`config.mk`:
```
export PLATFORM = sky130hd
export DESIGN_NAME = hybrid_quicksort_engine
export DESIGN_NICKNAME = d
export VERILOG_FILES = /design/src/rtl/hqs_pkg.sv /design/src/rtl/hybrid_quicksort_engine.sv /design/src/rtl/hqs_range_stack.sv
export SDC_FILE = /design/constraint.sdc
export NUM_CORES = 2
export LEC_CHECK = 0
export BUFFER_PORTS_ARGS = -buffer_cell sky130_fd_sc_hd__buf_2
export CORE_MARGIN = 2
export CORE_UTILIZATION = 37
export DETAILED_ROUTE_END_ITERATION = 7
export HOLD_SLACK_MARGIN = 0.06
export PLACE_DENSITY = 0.56
export SYNTH_ARGS = -nofsm -noshare
export SYNTH_HDL_FRONTEND = slang
export SYNTH_SLANG_ARGS = --single-unit
```
`constraint.sdc`:
```
create_clock -name i_clk -period 10.35 [get_ports i_clk]
set_input_delay 0.5175 -clock i_clk [delete_from_list [all_inputs] [get_ports i_clk]]
set_output_delay 0.5175 -clock i_clk [all_outputs]
set_load 0.05 [all_outputs]
```
`src/rtl/hqs_pkg.sv`:
```
// Package for the hybrid quicksort engine: sequencer states, stack control
// struct and shared constants. No dependencies.
package hqs_pkg;

    localparam int DATA_W          = 32;
    localparam int CUT_W           = 6;
    localparam int DEPTH_DEF       = 64;
    localparam int STACK_DEPTH_DEF = 8;

    localparam logic [CUT_W-1:0] CUTOFF_RESET = 6'd10;
    localparam logic [CUT_W-1:0] CUTOFF_MIN   = 6'd3;

    typedef enum logic [4:0] {
        S_LOAD,
        S_CHECK,
        S_M1,
        S_M2,
        S_M3,
        S_M4,
        S_JDEC,
        S_JCHK,
        S_IINC,
        S_ICHK,
        S_CMP,
        S_SW2,
        S_FIN,
        S_FIN2,
        S_INS_K,
        S_INS_KEY,
        S_INS_CMP,
        S_INS_PUT,
        S_POP,
        S_ERD,
        S_EOUT
    } t_state;

    typedef struct packed {
        logic push;
        logic pop;
    } t_stk_ctl;

endpackage

```
`src/rtl/hybrid_quicksort_engine.sv`:
```
// Top level of the hybrid quicksort engine: load store, quicksort sequencer,
// insertion sort and emit. Depends on hqs_pkg and hqs_range_stack.
//
// Usage:
//  Slave stream (s_axis): one 32-bit word per accepted beat is written to the
//  sort store. tlast marks the last word of a data set; a full store (DEPTH
//  words) starts the sort as well. Load accepts one word per cycle.
//  After the closing word the block drops tready and sorts in place:
//  median-of-three quicksort with an explicit range stack, insertion sort for
//  spans at or below the cutoff register and for split parts that find the
//  stack full. All steps go through one memory read port and one write port,
//  one access per cycle. A split reads lo, mid and hi, writes the median to
//  lo as pivot, then scans from both ends and swaps; insertion sort reads
//  each key and shifts larger words up; the sort is quadratic at worst.
//  Master stream (m_axis): the sorted run, ascending; each word is read
//  from the store, then registered out; tlast on the last word. A stalled
//  receiver holds the output register and pauses the emit. The next load
//  starts while the last sorted word still waits.
//  Config: i_cfg_we writes insertion_cutoff (values below 3 act as 3); write
//  only while idle.
//  Reset: synchronous, active low; clears the count, stack and output valid,
//  cutoff returns to 10. Store contents are not cleared.
module hybrid_quicksort_engine #(
    parameter int DEPTH       = hqs_pkg::DEPTH_DEF,
    parameter int STACK_DEPTH = hqs_pkg::STACK_DEPTH_DEF
) (
    input  logic                       i_clk,
    input  logic                       i_rst_n,
    input  logic                       i_s_axis_tvalid,
    output logic                       o_s_axis_tready,
    input  logic [hqs_pkg::DATA_W-1:0] i_s_axis_tdata,  // [31:0] value
    input  logic                       i_s_axis_tlast,  // final_item
    output logic                       o_m_axis_tvalid,
    input  logic                       i_m_axis_tready,
    output logic [hqs_pkg::DATA_W-1:0] o_m_axis_tdata,  // [31:0] sorted_value
    output logic                       o_m_axis_tlast,  // run_end
    input  logic                       i_cfg_we,
    input  logic [hqs_pkg::CUT_W-1:0]  i_cfg_wdata
);

    localparam int AW = $clog2(DEPTH);
    localparam int IW = AW + 2;
    localparam int CW = (IW > 8) ? IW : 8;
    localparam int DW = hqs_pkg::DATA_W;

    logic [DW-1:0] mem [DEPTH];
    logic [DW-1:0] r_rd;

    hqs_pkg::t_state r_state, n_state;

    logic signed [IW-1:0] r_lo, n_lo, r_hi, n_hi, r_i, n_i, r_j, n_j;
    logic signed [IW-1:0] r_k, n_k, r_c, n_c, r_ia, n_ia, r_ib, n_ib;
    logic [DW-1:0] r_pivot, n_pivot, r_va, n_va, r_vb, n_vb;
    logic [DW-1:0] r_vi, n_vi, r_vj, n_vj, r_key, n_key;
    logic          r_ret, n_ret;
    logic [AW-1:0] r_e, n_e;
    logic [AW:0]   r_n, n_n, r_count, n_count;
    logic [hqs_pkg::CUT_W-1:0] r_cut;
    logic [DW-1:0] r_out, n_out;
    logic          r_ovalid, n_ovalid, r_olast, n_olast;

    logic signed [IW-1:0] w_ra, w_wa, w_mid, w_plo, w_phi, w_pick;
    logic [DW-1:0]        w_wd, w_pv, w_vs, w_vbg;
    logic signed [IW-1:0] w_is, w_ib;
    logic                 w_we;
    logic signed [CW-1:0] w_span, w_cut;
    logic [hqs_pkg::CUT_W-1:0] w_cut_eff;

    hqs_pkg::t_stk_ctl w_stk;
    logic [AW-1:0] w_stk_lo, w_stk_hi;
    logic          w_stk_empty, w_stk_full;

    hqs_range_stack #(
        .STACK_DEPTH (STACK_DEPTH),
        .AW          (AW)
    ) u_stack (
        .i_clk   (i_clk),
        .i_rst_n (i_rst_n),
        .i_ctl   (w_stk),
        .i_lo    (w_plo[AW-1:0]),
        .i_hi    (w_phi[AW-1:0]),
        .o_lo    (w_stk_lo),
        .o_hi    (w_stk_hi),
        .o_empty (w_stk_empty),
        .o_full  (w_stk_full)
    );

    assign o_s_axis_tready = (r_state == hqs_pkg::S_LOAD);
    assign o_m_axis_tvalid = r_ovalid;
    assign o_m_axis_tdata  = r_out;
    assign o_m_axis_tlast  = r_olast;

    assign w_cut_eff = (r_cut < hqs_pkg::CUTOFF_MIN) ? hqs_pkg::CUTOFF_MIN : r_cut;
    assign w_cut     = signed'(CW'(w_cut_eff));
    assign w_span    = CW'(r_hi - r_lo);
    assign w_mid     = (r_lo + r_hi) >>> 1;

    // split: larger part goes to the stack, smaller stays current (on a tie the upper part goes to the stack)
    always_comb begin
        if ((r_hi - r_j) < (r_j - r_lo)) begin
            w_plo = r_lo;
            w_phi = r_j - IW'(1);
        end else begin
            w_plo = r_j + IW'(1);
            w_phi = r_hi;
        end
    end

    // median of three over lo, mid, hi (r_rd holds the hi word in S_M3)
    always_comb begin
        if (r_va < r_vb) begin
            w_is = r_lo;  w_vs = r_va;
            w_ib = w_mid; w_vbg = r_vb;
        end else begin
            w_is = w_mid; w_vs = r_vb;
            w_ib = r_lo;  w_vbg = r_va;
        end
        if (r_rd <= w_vs) begin
            w_pick = w_is; w_pv = w_vs;
        end else if (r_rd <= w_vbg) begin
            w_pick = r_hi; w_pv = r_rd;
        end else begin
            w_pick = w_ib; w_pv = w_vbg;
        end
    end

    always_comb begin
        n_state  = r_state;
        n_lo     = r_lo;
        n_hi     = r_hi;
        n_i      = r_i;
        n_j      = r_j;
        n_k      = r_k;
        n_c      = r_c;
        n_ia     = r_ia;
        n_ib     = r_ib;
        n_pivot  = r_pivot;
        n_va     = r_va;
        n_vb     = r_vb;
        n_vi     = r_vi;
        n_vj     = r_vj;
        n_key    = r_key;
        n_ret    = r_ret;
        n_e      = r_e;
        n_n      = r_n;
        n_count  = r_count;
        n_out    = r_out;
        n_ovalid = r_ovalid && !i_m_axis_tready;
        n_olast  = r_olast;
        w_ra     = '0;
        w_we     = 1'b0;
        w_wa     = '0;
        w_wd     = '0;
        w_stk    = '0;

        unique case (r_state) inside
            hqs_pkg::S_LOAD: begin
                if (i_s_axis_tvalid) begin
                    w_we    = 1'b1;
                    w_wa    = signed'(IW'(r_count));
                    w_wd    = i_s_axis_tdata;
                    n_count = r_count + (AW+1)'(1);
                    if (i_s_axis_tlast || (r_count + (AW+1)'(1) == (AW+1)'(DEPTH))) begin
                        n_n     = r_count + (AW+1)'(1);
                        n_lo    = '0;
                        n_hi    = signed'(IW'(r_count));
                        n_state = hqs_pkg::S_CHECK;
                    end
                end
            end
            hqs_pkg::S_CHECK: begin
                if (w_span <= w_cut) begin
                    n_ia    = r_lo;
                    n_ib    = r_hi;
                    n_k     = r_lo + IW'(1);
                    n_ret   = 1'b0;
                    n_state = hqs_pkg::S_INS_K;
                end else begin
                    w_ra    = r_lo;
                    n_state = hqs_pkg::S_M1;
                end
            end
            hqs_pkg::S_M1: begin
                n_va    = r_rd;
                w_ra    = w_mid;
                n_state = hqs_pkg::S_M2;
            end
            hqs_pkg::S_M2: begin
                n_vb    = r_rd;
                w_ra    = r_hi;
                n_state = hqs_pkg::S_M3;
            end
            hqs_pkg::S_M3: begin
                n_pivot = w_pv;
                w_we    = 1'b1;
                w_wa    = w_pick;
                w_wd    = r_va;
                n_state = hqs_pkg::S_M4;
            end
            hqs_pkg::S_M4: begin
                w_we    = 1'b1;
                w_wa    = r_lo;
                w_wd    = r_pivot;
                n_i     = r_lo;
                n_j     = r_hi + IW'(1);
                n_state = hqs_pkg::S_JDEC;
            end
            hqs_pkg::S_JDEC: begin
                n_j     = r_j - IW'(1);
                w_ra    = r_j - IW'(1);
                n_state = hqs_pkg::S_JCHK;
            end
            hqs_pkg::S_JCHK: begin
                // pivot sits at lo, so this scan always stops there
                if (r_rd > r_pivot) begin
                    n_j  = r_j - IW'(1);
                    w_ra = r_j - IW'(1);
                end else begin
                    n_vj    = r_rd;
                    n_state = hqs_pkg::S_IINC;
                end
            end
            hqs_pkg::S_IINC, hqs_pkg::S_ICHK: begin
                if (r_state == hqs_pkg::S_ICHK && !(r_rd < r_pivot)) begin
                    n_vi    = r_rd;
                    n_state = hqs_pkg::S_CMP;
                end else if (r_i + IW'(1) > r_hi) begin
                    n_i     = r_hi + IW'(1);
                    n_state = hqs_pkg::S_CMP;
                end else begin
                    n_i     = r_i + IW'(1);
                    w_ra    = r_i + IW'(1);
                    n_state = hqs_pkg::S_ICHK;
                end
            end
            hqs_pkg::S_CMP: begin
                if (r_i >= r_j) begin
                    n_state = hqs_pkg::S_FIN;
                end else begin
                    w_we    = 1'b1;
                    w_wa    = r_i;
                    w_wd    = r_vj;
                    n_state = hqs_pkg::S_SW2;
                end
            end
            hqs_pkg::S_SW2: begin
                w_we    = 1'b1;
                w_wa    = r_j;
                w_wd    = r_vi;
                n_state = hqs_pkg::S_JDEC;
            end
            hqs_pkg::S_FIN: begin
                w_we    = 1'b1;
                w_wa    = r_lo;
                w_wd    = r_vj;
                n_state = hqs_pkg::S_FIN2;
            end
            hqs_pkg::S_FIN2: begin
                w_we    = 1'b1;
                w_wa    = r_j;
                w_wd    = r_pivot;
                n_state = hqs_pkg::S_CHECK;
                if ((r_hi - r_j) < (r_j - r_lo)) begin
                    n_lo = r_j + IW'(1);
                end else begin
                    n_hi = r_j - IW'(1);
                end
                if (w_phi > w_plo) begin
                    if (w_stk_full) begin
                        n_ia    = w_plo;
                        n_ib    = w_phi;
                        n_k     = w_plo + IW'(1);
                        n_ret   = 1'b1;
                        n_state = hqs_pkg::S_INS_K;
                    end else begin
                        w_stk.push = 1'b1;
                    end
                end
            end
            hqs_pkg::S_INS_K: begin
                if (r_k > r_ib) begin
                    n_state = r_ret ? hqs_pkg::S_CHECK : hqs_pkg::S_POP;
                end else begin
                    w_ra    = r_k;
                    n_state = hqs_pkg::S_INS_KEY;
                end
            end
            hqs_pkg::S_INS_KEY: begin
                n_key   = r_rd;
                n_c     = r_k;
                w_ra    = r_k - IW'(1);
                n_state = hqs_pkg::S_INS_CMP;
            end
            hqs_pkg::S_INS_CMP: begin
                if (r_rd > r_key) begin
                    w_we = 1'b1;
                    w_wa = r_c;
                    w_wd = r_rd;
                    n_c  = r_c - IW'(1);
                    if (r_c - IW'(1) > r_ia) begin
                        w_ra = r_c - IW'(2);
                    end else begin
                        n_state = hqs_pkg::S_INS_PUT;
                    end
                end else begin
                    n_state = hqs_pkg::S_INS_PUT;
                end
            end
            hqs_pkg::S_INS_PUT: begin
                w_we    = 1'b1;
                w_wa    = r_c;
                w_wd    = r_key;
                n_k     = r_k + IW'(1);
                n_state = hqs_pkg::S_INS_K;
            end
            hqs_pkg::S_POP: begin
                if (w_stk_empty) begin
                    n_e     = '0;
                    n_state = hqs_pkg::S_ERD;
                end else begin
                    w_stk.pop = 1'b1;
                    n_lo      = signed'(IW'(w_stk_lo));
                    n_hi      = signed'(IW'(w_stk_hi));
                    n_state   = hqs_pkg::S_CHECK;
                end
            end
            hqs_pkg::S_ERD: begin
                if (!r_ovalid || i_m_axis_tready) begin
                    w_ra    = signed'(IW'(r_e));
                    n_state = hqs_pkg::S_EOUT;
                end
            end
            hqs_pkg::S_EOUT: begin
                n_out    = r_rd;
                n_ovalid = 1'b1;
                n_olast  = ((AW+1)'(r_e) == r_n - (AW+1)'(1));
                if ((AW+1)'(r_e) == r_n - (AW+1)'(1)) begin
                    n_count = '0;
                    n_state = hqs_pkg::S_LOAD;
                end else begin
                    n_e     = r_e + AW'(1);
                    n_state = hqs_pkg::S_ERD;
                end
            end
            default: n_state = hqs_pkg::S_LOAD;
        endcase
    end

    always_ff @(posedge i_clk) begin
        if (w_we) begin
            mem[w_wa[AW-1:0]] <= w_wd;
        end
        r_rd <= mem[w_ra[AW-1:0]];
    end

    always_ff @(posedge i_clk) begin
        if (!i_rst_n) begin
            r_state  <= hqs_pkg::S_LOAD;
            r_count  <= '0;
            r_ovalid <= 1'b0;
            r_cut    <= hqs_pkg::CUTOFF_RESET;
        end else begin
            r_state  <= n_state;
            r_count  <= n_count;
            r_ovalid <= n_ovalid;
            if (i_cfg_we) begin
                r_cut <= i_cfg_wdata;
            end
        end
    end

    always_ff @(posedge i_clk) begin
        r_lo    <= n_lo;
        r_hi    <= n_hi;
        r_i     <= n_i;
        r_j     <= n_j;
        r_k     <= n_k;
        r_c     <= n_c;
        r_ia    <= n_ia;
        r_ib    <= n_ib;
        r_pivot <= n_pivot;
        r_va    <= n_va;
        r_vb    <= n_vb;
        r_vi    <= n_vi;
        r_vj    <= n_vj;
        r_key   <= n_key;
        r_ret   <= n_ret;
        r_e     <= n_e;
        r_n     <= n_n;
        r_out   <= n_out;
        r_olast <= n_olast;
    end

`ifndef SYNTH
    a_count_bound: assert property (@(posedge i_clk) disable iff (!i_rst_n)
        o_s_axis_tready |-> (r_count < (AW+1)'(DEPTH)))
        else $error("load count reached store depth while loading");
    a_jscan_bound: assert property (@(posedge i_clk) disable iff (!i_rst_n)
        (r_state == hqs_pkg::S_JCHK) |-> (r_j >= r_lo))
        else $error("downward split scan passed range start");
    a_run_done: assert property (@(posedge i_clk) disable iff (!i_rst_n)
        (r_state == hqs_pkg::S_EOUT && n_olast) |=>
            (o_s_axis_tready && r_count == '0 && o_m_axis_tvalid && o_m_axis_tlast))
        else $error("run end did not return block to loading");
`endif

endmodule

```
`src/rtl/hqs_range_stack.sv`:
```
// Bounded stack of pending sort ranges (first/last index pairs).
// Depends on hqs_pkg for the control struct.
module hqs_range_stack #(
    parameter int STACK_DEPTH = hqs_pkg::STACK_DEPTH_DEF,
    parameter int AW          = 6
) (
    input  logic              i_clk,
    input  logic              i_rst_n,
    input  hqs_pkg::t_stk_ctl i_ctl,
    input  logic [AW-1:0]     i_lo,
    input  logic [AW-1:0]     i_hi,
    output logic [AW-1:0]     o_lo,
    output logic [AW-1:0]     o_hi,
    output logic              o_empty,
    output logic              o_full
);

    localparam int LW = $clog2(STACK_DEPTH + 1);
    localparam int PW = $clog2(STACK_DEPTH);

    logic [AW-1:0] r_lo_a [STACK_DEPTH];
    logic [AW-1:0] r_hi_a [STACK_DEPTH];
    logic [LW-1:0] r_lvl;
    logic [LW-1:0] n_lvl;
    logic [LW-1:0] w_top;

    assign w_top   = r_lvl - LW'(1);
    assign o_lo    = r_lo_a[w_top[PW-1:0]];
    assign o_hi    = r_hi_a[w_top[PW-1:0]];
    assign o_empty = (r_lvl == '0);
    assign o_full  = (r_lvl == LW'(STACK_DEPTH));

    always_comb begin
        n_lvl = r_lvl;
        if (i_ctl.push) begin
            n_lvl = r_lvl + LW'(1);
        end else if (i_ctl.pop) begin
            n_lvl = r_lvl - LW'(1);
        end
    end

    always_ff @(posedge i_clk) begin
        if (!i_rst_n) begin
            r_lvl <= '0;
        end else begin
            r_lvl <= n_lvl;
        end
    end

    always_ff @(posedge i_clk) begin
        if (i_ctl.push) begin
            r_lo_a[r_lvl[PW-1:0]] <= i_lo;
            r_hi_a[r_lvl[PW-1:0]] <= i_hi;
        end
    end

`ifndef SYNTH
    a_push_not_full: assert property (@(posedge i_clk) disable iff (!i_rst_n)
        i_ctl.push |-> !o_full) else $error("push on full range stack");
    a_pop_not_empty: assert property (@(posedge i_clk) disable iff (!i_rst_n)
        i_ctl.pop |-> !o_empty) else $error("pop on empty range stack");
    a_level_bound: assert property (@(posedge i_clk) disable iff (!i_rst_n)
        r_lvl <= LW'(STACK_DEPTH)) else $error("stack level out of range");
`endif

endmodule

```
# Word level (Yosys, flattened, before mapping)
# Memory sizes are Yosys's and may differ from the RTL's. A register that Yosys moved wholly into a read port is not among the register bits.
# Cells that the tools add are included.
dict set report totals {
  reg_bits 326
  memories 3
  word_cells 238
  output_inout_bits 35
  ramBits 2144
  in_bits 44
}
# name depth width rd rd_ports_with_merged_regs wr line_no
set mem_list {}
lappend mem_list {mem 64 32 1 1 1 hybrid_quicksort_engine.sv:46} ;# logic [DW-1:0] mem [DEPTH];
lappend mem_list {u_stack.r_hi_a 8 6 1 0 1 hqs_range_stack.sv:22} ;# logic [AW-1:0] r_hi_a [STACK_DEPTH];
lappend mem_list {u_stack.r_lo_a 8 6 1 0 1 hqs_range_stack.sv:21} ;# logic [AW-1:0] r_lo_a [STACK_DEPTH];
dict set report op_classes {
  n_reduce_logical 37
  eq_ne 40
  n_bitwise 1
  muxes 100
  addsub 19
  n_lt_le_gt_ge 14
}
# op n
set ops {}
lappend ops {{$pmux 32 s8} 1}
lappend ops {{$mux 32} 7}
lappend ops {{$mux 8} 23}
lappend ops {{$mux 6} 18}
lappend ops {{$pmux 8 s3} 4}
lappend ops {{$pmux 5 s19} 1}
lappend ops {{$gt 32x32->1} 2}
lappend ops {{$le 32x32->1} 2}
lappend ops {{$lt 32x32->1} 2}
lappend ops {{$pmux 8 s2} 4}
lappend ops {{$pmux 6 s10} 1}
lappend ops {{$mux 5} 10}
lappend ops {{$add 8x2->8 const B} 6}
lappend ops {{$pmux 6 s7} 1}
lappend ops {{$eq 5x4->1 const B} 8}
lappend ops {{$gt 8x8->1} 4}
lappend ops {{$eq 5x5->1 const B} 5}
lappend ops {{$sub 8x8->8} 3}
lappend ops {{$eq 5x3->1 const B} 4}
lappend ops {{$mux 4} 5}
lappend ops {{$ne 2x1->1 const B} 10}
lappend ops {{$mux 1} 16}
lappend ops {{$sub 8x2->8 const B} 2}
lappend ops {{$reduce_and 5->1} 3}
lappend ops {{other kinds (39)} 69}

# Depth between registers and ports, before layout
dict set report logic_depth {
  ltp_word 8
  mapped_depth 32
  ltp_nobuf 30
}

# Cells and area by module
# A second synthesis with hierarchy kept.
dict set report hier_totals {
  hier_cells 7770
  area_unflattened_um2 106535.9
}
# module cells_each seq_area_each_um2 instances area_each_um2
set modules_own_cells {}
lappend modules_own_cells {hybrid_quicksort_engine 7589 71618.7 1 102632.2}
lappend modules_own_cells {hqs_range_stack 181 2962.8 1 3903.7}

# Least setup slack after synthesis
# OpenSTA, ideal clock, no wires.
dict set report synth_path {
  kind {register -> register}
  from {register r_va[15]}
  to {memory mem[17][0] in the netlist's numbering, enable pin}
  path_buffers 3
  setup_time_ps 501
  synth_period_minus_slack_ps 9211
  path_slack_ps 1139
  t_arrival_ps 8710
  required_time_ps 9849
  path_stages_with_launch 25
  path_cell_list {edfxtp_1 -> ha_1 -> nand3_1 -> nor2_1 -> o211ai_1 -> o31ai_1 -> o21ai_0 -> a31oi_1 -> clkbuf_1 -> clkbuf_1 -> mux2i_1 -> ha_1 -> a21o_1 -> a221oi_1 -> o21ai_0 -> a211o_1 -> a211o_1 -> a22oi_1 -> or3_1 -> mux2_2 -> o221ai_1 -> nand4_1 -> or3b_2 -> clkbuf_1 -> nor4_1}
}
dict set report synth_between {
  elab_chain_cells 6
  elab_cells_between_ends 10
  cone_classes {order compare (3); mux (7)}
}
# item line_no
set synth_lines {}
lappend synth_lines {{start: declaration} hybrid_quicksort_engine.sv:53} ;# logic [DW-1:0] r_pivot, n_pivot, r_va, n_va, r_vb, n_vb;
lappend synth_lines {{start signal: assignment} hybrid_quicksort_engine.sv:382} ;# r_va <= n_va;
lappend synth_lines {{$lt 32x32->1} hybrid_quicksort_engine.sv:111} ;# if (r_va < r_vb) begin
lappend synth_lines {{$mux 32} hybrid_quicksort_engine.sv:111}
lappend synth_lines {{$le 32x32->1} hybrid_quicksort_engine.sv:120} ;# end else if (r_rd <= w_vbg) begin
lappend synth_lines {{$mux 6} hybrid_quicksort_engine.sv:120}
lappend synth_lines {{$mux 6 *} hybrid_quicksort_engine.sv:118} ;# if (r_rd <= w_vs) begin
lappend synth_lines {{$pmux 6 s7 *} hybrid_quicksort_engine.sv:156} ;# unique case (r_state) inside
lappend synth_lines {{end: declaration} hybrid_quicksort_engine.sv:46}
# Every way passes the cells marked *; elsewhere a longest branch is shown, timed or not.

# Worst setup path in the final report
dict set report layout_path {
  from {register r_va[15]}
  to {memory mem[59][1] in the netlist's numbering, enable pin}
}
# The elaborated chain is that of the path after synthesis.

==> results.sh <==
export IMPL_layout_commonest_cell="edfxtp_1"
export IMPL_min_period_over_period_pct=85.92
export IMPL_cp_max_fo=36
export IMPL_htreeDepth=5
export IMPL_rows=195
export IMPL_dr_pass1_iters=8
export IMPL_cts_root_buf="clkbuf_16"
export IMPL_drive_gt1_share_pct=14.68
export IMPL_vias_per_cell=5.692
export IMPL_coreArea_um2=282800
export IMPL_crit_arrival_ns=9.42
export IMPL_yosysTopAreaCellShare_pct=69.70
export IMPL_grt_pass1_vias=61830
export IMPL_hpwl_mm=197.1
export IMPL_worstSetupPathType="flop to flop"
export IMPL_p_clk_share_pct=21.8
export IMPL_switching_share_pct=43.07
export IMPL_mostFrequentLayoutCells="edfxtp_1 (2447), nand2_1 (1211), nand3_1 (634)"
export IMPL_drt_iter0_markers=8317
export IMPL_min_period_ns=8.893
export IMPL_routed_wl_mm=319.2
export IMPL_synth_top_area_cell="edfxtp_1"
export IMPL_grt_use_total_pct=21.71
export IMPL_finalHoldViolations=0
export IMPL_synth_edff_count=2447
export IMPL_worst_setup_path_start_kind="flop"
export IMPL_wl_per_cell_um=28.19
export IMPL_initial_core_util_pct=37.28
export IMPL_fp_dieH_um=537.8
export IMPL_cpPeakStageDelay_ns=1.10
export IMPL_cts_sinks=2502
export IMPL_synthTopCellsByArea="edfxtp_1 (70%), mux4_2 (5.8%), nand2_1 (4.3%)"
export IMPL_cp_slowest_cell="or3_1"
export IMPL_max_freq_ghz=0.1124
export IMPL_yosys_warnings=0
export IMPL_async_flop_share_pct=0
export IMPL_ys_ff_latch=2502
export IMPL_fin_setup_tns_ns=0
export IMPL_hold_ws_ns=0.1311
export IMPL_die_x_um=537.8
export IMPL_powerDensity_nw_per_um2=359.7
export IMPL_io_buffers=78
export IMPL_postCtsResizedCells=0
export IMPL_ys_types=89
export IMPL_status="complete, no violations"
export IMPL_hold_path_class="primary input to flop"
export IMPL_rsz0062_at_grt="false"
export IMPL_p_comb_share_pct=46.0
export IMPL_maxCapViolCount=0
export IMPL_syn_to_final_growth_pct=13.92
export IMPL_insertion_delay_ns=0.95
export IMPL_ys_seq_area_share_pct=70.75
export IMPL_slew_limit_headroom_pct=10.08
export IMPL_path_common_cell="nor2_1"
export IMPL_drv_slew=0
export IMPL_routabilityCongestion=0.9162
export IMPL_cts_made_buffers=286
export IMPL_gr_total_overflow=0
export IMPL_ys_flop_type="edfxtp_1"
export IMPL_drc=0
export IMPL_clock_skew_ns=0.07973
export IMPL_pin_count=79
export IMPL_die_area_um2=289200
export IMPL_endpoint_kind="flop"
export IMPL_cts_buffer_depth=4
export IMPL_synth_avg_cell_area_um2=14.71
export IMPL_worst_pin_slew_ns=1.315
export IMPL_path_cells="ha_1, nand3_1, nor2_1, o211ai_1, o31ai_1, o21ai_0, a31oi_4, buf_4, nor2_1, a21oi_1, ha_1, a21o_1, a21o_1, a21oi_1, nor2_1, a2111oi_0, and4_1, nor2_4, o31a_1, o221ai_1, nand4_1, or3_1, nor2_4"
export IMPL_clk_pin_slew_ns=0.06
export IMPL_p_leak_nw=40.79
export IMPL_grt_max_degree=188
export IMPL_p_sw_mw=18.60
export IMPL_finalSetupViolCount=0
export IMPL_drt_antenna_violating_nets=0
export IMPL_fillerInstances=25230
export IMPL_intPower_mw=24.59
export IMPL_syn_cell_area_um2=105400
export IMPL_antenna_found_initial=16
export IMPL_syn_nets=7467
export IMPL_required_ns=10.88
export IMPL_cts_tree="yes"
export IMPL_pwr_share_seq_pct=32.2
export IMPL_vdd_ir_drop_max_mv=0.3923
export IMPL_finalPower_mw=43.19
export IMPL_synthesis_instances=7166
export IMPL_multiInputGateArea_um2=29140
export IMPL_post_cts_buffers=0
export IMPL_nets=7679
export IMPL_route_vias_total=64450
export IMPL_grt_pass1_wl_mm=453.9
export IMPL_seq_area_um2=74580
[sequential cells by signal, indices dropped and copies added, names as in the netlist, 32 cells and up]
| signal | count |
|---|---|
| u_stack.r_hi_a | 48 |
| r_key | 32 |
| r_pivot | 32 |
| o_m_axis_tdata | 32 |
| mem | 2048 |
| r_vb | 32 |
| u_stack.r_lo_a | 48 |
| r_va | 32 |
| r_vi | 32 |
| r_vj | 32 |
| r_rd | 32 |
[what timing repair did]
item | 4_1_cts | 5_1_grt
endpoints found under the setup margin | 0 | 0
endpoints found under the hold margin | 7 | 0
hold buffers | 15 | 0
[layer usage]
| layer | GRT usage, % | wire (µm) | part of all wire, % |
|---|---|---|---|
| met4 | 6.754 | 10460 | 3.3 |
| met5 | 0 | 13 | 0.0041 |
| met2 | 33.61 | 146400 | 46 |
| met1 | 31.16 | 137200 | 43 |
| met3 | 3.789 | 25110 | 7.9 |
[final cells by class]
type                       instances  area share, %
timing repair buffer             318          2.013
multi-input combinational       4081          24.27
clock inverter                   119         0.7418
clock buffer                     364          6.370
sequential                      2502          62.10
antenna                            7        0.01459
tap                             3743          3.900
inverter                         189         0.5907
[critical path, delay by kind of cell (launching register included)]
kind                       cells  cell delay, ns
and+or+nand+nor                9            3.82
DFF                            1            0.44
buffers and inverters          1            0.43
AOI/OAI and AO/OA             11            3.12
adders and majority gates      2            0.64
[power by group through the flow]
stage	sequential, mW	clock (mW)	combinational [mW]
6_report	13.9	9.44	19.9
5_1_grt	13.9	9.96	21.0
4_1_cts	13.9	9.58	19.8
3_5_place_dp	14.1	0	19.7
3_3_place_gp	14.1	0	19.6
2_1_floorplan	14.0	0	11.3
[cells in the mapped netlist (45+ instances only)]
cell and number:
clkbuf_1 240, inv_1 189, o211ai_1 53, nand3_1 634
nor2b_1 45, buf_2 94, nor4_1 55, mux2i_1 54
edfxtp_1 2447, a21o_1 85, a21oi_1 301, dfxtp_1 55
mux4_2 272, ha_1 253, xnor2_1 57, o21ai_0 102
nor2_1 216, nand4_1 73, nand2_1 1215, a22oi_1 182
[final timing paths]
check / cells after the start / endpoint / slack (ns) / startpoint
worst max register to register: 23 / mem[59][1] / 1.46 / r_va[15]
worst min-delay path: 3 / o_m_axis_tvalid / 0.13 / i_m_axis_tready
worst max-delay path: 23 / mem[59][1] / 1.46 / r_va[15]
worst min register to register: 2 / r_count[6] / 0.59 / r_count[6]
[logic make-up (layout without fill, tap and decap cells)]
family	after synthesis	in the layout	synth area share (%)
buffers and inverters	583	990	2.316
adder cells (fa/ha/maj)	259	259	3.098
XOR/XNOR	88	88	0.7311
AO/OA/AOI/OAI	968	968	6.292
flip-flops	2502	2502	70.75
AND/OR/NAND/NOR	2425	2425	10.33
other	0	7	0
multiplexers	341	341	6.484
[metrics by stage]
step	setup slack [ns]	area, µm²	util (%)	cells
2_1_floorplan	1.139	105400	-	7166
3_3_place_gp	1.889	111400	39.39	10820
3_5_place_dp	1.764	111400	39.39	10820
4_1_cts	1.751	120100	42.46	11320
5_1_grt	1.261	120100	42.46	11320
6_report	1.457	120100	42.47	11320
No activity file was read; power rests on OpenSTA's default activity.
